[src/rtl/mvsm_pkg.sv]
// ----------------------------------------------------------------------------
// mvsm_pkg
// Types and fixed constants of the multi-voice sample mixer.
// ----------------------------------------------------------------------------
`default_nettype none

package mvsm_pkg;

  localparam int SAMPLE_WORDS = 65536;
  localparam int ADDR_W       = 16;
  localparam int FRAC_BITS    = 14;
  localparam int ROUND_BIAS   = 8192;
  localparam int MIX_W        = 24;

  localparam logic [15:0]              UNITY_GAIN = 16'd16384;
  localparam logic signed [MIX_W-1:0]  MIX_MAX    = 24'sh7FFFFF;
  localparam logic signed [MIX_W-1:0]  MIX_MIN    = 24'sh800000;

  typedef enum logic [2:0] {
    MODE_TICK    = 3'd0,
    MODE_WRITE   = 3'd1,
    MODE_DEFINE  = 3'd2,
    MODE_VOLUME  = 3'd3,
    MODE_PLAY    = 3'd4,
    MODE_STOP    = 3'd5,
    MODE_SEEK    = 3'd6,
    MODE_RELEASE = 3'd7
  } mvsm_mode_t;

  typedef enum logic [2:0] {
    ST_IDLE,
    ST_VOICE,
    ST_ISSUE,
    ST_DRAIN,
    ST_OUT
  } mvsm_state_t;

  // one sample read handed to the multiply-accumulate pipe
  typedef struct packed {
    logic        valid;
    logic [2:0]  ch;
    logic [15:0] gain;
  } mvsm_issue_t;

endpackage

`default_nettype wire

[src/rtl/mvsm_mac.sv]
// ----------------------------------------------------------------------------
// mvsm_mac
// Shared gain multiplier, rounding and per-channel accumulators.
// ----------------------------------------------------------------------------
`default_nettype none

module mvsm_mac #(
  parameter int CHANNELS = 2,
  parameter int ACC_W    = 24
) (
  input  wire logic                           clk,
  input  wire logic                           rst_n,
  input  wire logic                           clear,
  input  wire mvsm_pkg::mvsm_issue_t          issue,
  input  wire logic signed [15:0]             rdata,
  input  wire logic [2:0]                     sel_ch,
  output logic                                busy,
  output logic signed [mvsm_pkg::MIX_W-1:0]   mix_sat
);

  localparam int CW   = (CHANNELS > 1) ? $clog2(CHANNELS) : 1;
  localparam int PW   = 33;
  localparam int TW   = PW - mvsm_pkg::FRAC_BITS;
  localparam int SATW = (ACC_W > mvsm_pkg::MIX_W) ? ACC_W : mvsm_pkg::MIX_W;

  logic                    va_r, vb_r;
  logic [CW-1:0]           cha_r, chb_r;
  logic [15:0]             gaina_r;
  logic signed [PW-1:0]    prod_r;
  logic signed [ACC_W-1:0] acc_r [CHANNELS];
  logic signed [PW-1:0]    rnd;
  logic signed [TW-1:0]    term;
  logic signed [SATW-1:0]  ext;

  // pipe valid bits
  always_ff @(posedge clk) begin
    if (!rst_n) begin
      va_r <= 1'b0;
      vb_r <= 1'b0;
    end else begin
      va_r <= issue.valid;
      vb_r <= va_r;
    end
  end

  // align with memory read, then multiply
  always_ff @(posedge clk) begin
    cha_r   <= issue.ch[CW-1:0];
    gaina_r <= issue.gain;
    chb_r   <= cha_r;
    prod_r  <= PW'(rdata) * PW'($signed({1'b0, gaina_r}));
  end

  // round half up to q1.15
  assign rnd  = prod_r + PW'(mvsm_pkg::ROUND_BIAS);
  assign term = $signed(rnd[PW-1:mvsm_pkg::FRAC_BITS]);

  // accumulate
  always_ff @(posedge clk) begin
    if (clear) begin
      for (int i = 0; i < CHANNELS; i++) begin
        acc_r[i] <= '0;
      end
    end else if (vb_r) begin
      acc_r[chb_r] <= acc_r[chb_r] + ACC_W'(term);
    end
  end

  assign busy = va_r | vb_r;

  // saturate selected channel to 24 bits
  always_comb begin
    ext = SATW'(acc_r[sel_ch[CW-1:0]]);
    priority if (ext > SATW'(mvsm_pkg::MIX_MAX)) begin
      mix_sat = mvsm_pkg::MIX_MAX;
    end else if (ext < SATW'(mvsm_pkg::MIX_MIN)) begin
      mix_sat = mvsm_pkg::MIX_MIN;
    end else begin
      mix_sat = ext[mvsm_pkg::MIX_W-1:0];
    end
  end

endmodule

`default_nettype wire

[config.mk]
export PLATFORM = sky130hd
export DESIGN_NAME = mvsm_mac
export DESIGN_NICKNAME = d
export VERILOG_FILES = /design/src/rtl/mvsm_pkg.sv /design/src/rtl/mvsm_mac.sv
export SDC_FILE = /design/constraint.sdc
export NUM_CORES = 1
export LEC_CHECK = 0
export ABC_CLOCK_PERIOD_IN_PS = 6000
export BUFFER_PORTS_ARGS = -buffer_cell sky130_fd_sc_hd__clkbuf_2
export CORE_MARGIN = 2
export CORE_UTILIZATION = 58
export DETAILED_ROUTE_END_ITERATION = 16
export PLACE_DENSITY_LB_ADDON = 0.25
export SYNTH_ARGS = -nofsm -noshare
export SYNTH_HDL_FRONTEND = slang
export SYNTH_SLANG_ARGS = --single-unit
[constraint.sdc]
create_clock -name clk -period 6 [get_ports clk]
set_input_delay 0.9 -clock clk [delete_from_list [all_inputs] [get_ports clk]]
set_output_delay 0.9 -clock clk [all_outputs]
set_load 0.05 [all_outputs]
==> metrics.md <==
| Metric | Value |
|---|---|
| Outcome | finished clean |
| Final Hold Fails | 0 |
| Complex-gate fraction of the synthesized area | approximately 8.4% |
| CP Max Fanout | 11 |
| IO Port Bufs | 62 |
| Crit path depth | 19 |
| Setup CP Type | in -> reg |
| Fraction of registers with async set/reset | 0% |
| Number of remaining DRC errors | 0 |
| CTS tree | yes |
| Grt ovf | 0 |
| Slowest cell on the critical path | fa_1 |
| Starting density of the core | roughly 59% |
| Htree depth | 3 |
| Initial antenna violation count | 0 |
| Worst path most repeated cell | fa_1 |
| Clock transition at path regs | around 70 ps |
| Post-synth top flop | edfxtp_1 |
| Starting DRT DRC Count | between 400 and 500 |
| Num ports | 67 |
| Syn Area/Cell | between 9 and 10 µm² |
| Worst Reg-to-Reg Cells | 18 |
| Syn nets | between 1500 and 2000 |
| Core Region | 0.0227 mm² |
| Layout net count | slightly below 2000 |
| Slew HR | approximately two fifths |
| Slowest cell delay on critical path | 540 ps |
| Largest net degree at the start of global routing | 29 |
| Clock skew | about 15 ps |
| Worst skew pair latency | 350 ps |
| Adder-cell share of the synthesized area | approximately 42% |
| Max frequency | ~170 MHz |
| Die Span Y | around 160 µm |
| Seq/Total Area, Yosys | between 10% and 20% |
| Root Driver | clkbuf_16 |
| Slew Viols, Final | 0 |
| Worst Hold Depth | 0 |
| # diodes | 0 |
| Clk sinks | between 80 and 90 |
| Via-per-instance ratio | approximately 5.5 |
| Worst Hold Class | reg -> reg |
| Crit path max-delay family | adder cells |
| Count of different cell masters after synthesis | 61 |
| CP cell instances | buf_4 > and2_1 > fa_1 > inv_1 > fa_1 > fa_1 > inv_1 > fa_1 > fa_1 > inv_1 > fa_1 > inv_1 > ha_1 > nand2_1 > nor4_4 > a21oi_2 > o21bai_2 > a21oi_1 > o311a_1 |
| Setup violators final | 0 |
| Floorplan row count | between 50 and 60 |
| Synth-to-Final Area Change | 12.2% |
| DIE WIDTH | 156 µm |
| Post-Synth XOR/XNOR Area | between 3 and 4% |
| Routability congestion estimate | around 0.89 |
| Final min period | between 5000 and 6000 ps |
| Crit. End Element | register |
| CTS Buffer Depth | 2 |
| DR pass1 iterations | 4 |
| Synth Area in Simple Gates | approximately 17% |
| Post-route clock period utilization | between 90% and 100% |
| Synthesized cell area | approximately 0.013 mm² |
| Post-Synthesis Cells | 1433 |
| Critical Path RT | around 6200 ps |
| Synth Register Bits | between 80 and 90 |
| Crit path arrival time | between 6000 and 7000 ps |
| CTS Buf Count | 9 |
| HPWL after DPL | 24000 µm |
| Warnings, synthesis | 0 |
| WP buf/inv | 5 |
| Drt total wl | 28500 µm |
| Tot GR Track Use | about a quarter |
| WL/cell | around 15 µm |
| Util after Layout | 66.3% |
| Most common cell after layout, fill and taps aside | inv_1 |
| Post-synthesis mux area share | 4.46% |
| Layout cells sized above 1 | approximately 17% |
| Least-Margin Pin Slew | between 800 and 900 ps |
| Vias in the first global route | roughly 10000 |
| Worst Setup Start Kind | primary input |
| Largest family of logic cells by synthesized area | adder cells |
| DR vias | around 10000 |
| Number of flops mapped to enable cells by yosys | 48 |
| Commonest non-fill, non-tap cells in the layout | 247 x inv_1, 193 x fa_1, 167 x nand2_1 |
| Area of the die | ~0.024 mm² |
| Antenna Nets Post-Route | 0 |
| Max-cap violations | 0 |
| First-pass GRT wire length | approximately 49000 µm |
==> routing by layer <==
layer / vias up / routed length [µm] / GRT usage [%] / share of wire [%]
met4: 0 / 626 / 7.16 / 2.2
met5: - / 0 / 0 / 0
met2: 224 / 13700 / 42.9 / 48
li1: 4815 / - / - / -
met3: 46 / 1190 / 2.83 / 4.2
met1: 4934 / 13000 / 33.3 / 46
==> area by class of cell <==
cell class	instances	area (µm²)
well taps	285	357
multi-input cells	1045	10200
flip-flops and latches	88	2250
fillers	1818	7640
repair buffers	156	1030
clock buffers	9	225
inverters	247	927
clock inverters	7	110
==> stage by stage <==
step	hold slack (ps)	instances	setup WS, ps	cell area [µm²]	TNS (ps)
2_1_floorplan	310	1433	-6.54	13500	-6.54
3_3_place_gp	313	1821	-243	14700	-2060
3_5_place_dp	321	1821	-280	14700	-2430
4_1_cts	337	1837	75.0	15000	0
5_1_grt	347	1837	-34.5	15100	-34.5
6_report	332	1837	213	15100	0
==> what timing repair did <==
action / in CTS / in global routing
hold buffers: 0 / 0
gates resized for setup: 0 / 31
setup buffers: 0 / 0
setup endpoints to repair: 0 / 12
endpoints found under the hold margin: 0 / 0
==> path summary, 6_finish.rpt <==
kind,startpoint,to,slack (ps)
worst min-delay path,cha_r$_DFF_P_,chb_r$_DFF_P_,330
worst max-delay path,rdata[4],prod_r[27]$_DFF_P_,210
worst max register to register,gaina_r[9]$_DFF_P_,prod_r[27]$_DFF_P_,290
worst min register to register,cha_r$_DFF_P_,chb_r$_DFF_P_,330
==> synthesized netlist by cell type, types with 5 or more instances <==
cell type,instances,share of area [%]
a211o_1,7,0.46
a211oi_1,7,0.39
a21o_1,25,1.4
a21oi_1,39,1.5
a21oi_2,5,0.33
a31oi_1,6,0.28
and2_1,131,6.1
and3_1,11,0.51
clkbuf_1,48,1.3
dfxtp_1,40,6.0
edfxtp_1,48,11
fa_1,194,29
ha_1,143,13
inv_1,247,6.9
mux2_2,47,3.9
mux2i_1,7,0.52
nand2_1,167,4.7
nand2b_1,12,0.56
nand3_1,23,0.86
nand4_1,15,0.70
nor2_1,57,1.6
nor3_1,9,0.34
nor3b_1,9,0.50
o211ai_1,5,0.28
o21a_1,8,0.45
o21ai_0,23,0.86
o21bai_1,6,0.34
xnor2_1,31,2.0
xor2_1,18,1.2
==> sequential cells by signal, indices dropped and copies added (netlist names) <==
register  flops
cha_r         1
vb_r          1
gaina_r      16
prod_r       20
acc_r        48
chb_r         1
va_r          1
==> cells by family after synthesis <==
family                   after synthesis
AND/OR/NAND/NOR                      447
adder cells (fa/ha/maj)              337
buffers and inverters                300
AO/OA/AOI/OAI                        158
flip-flops                            88
multiplexers                          54
XOR/XNOR                              49
Power is left out: the tool's default activity adds up to more than one toggle a clock period on the data nets, which glitch-free logic cannot reach.
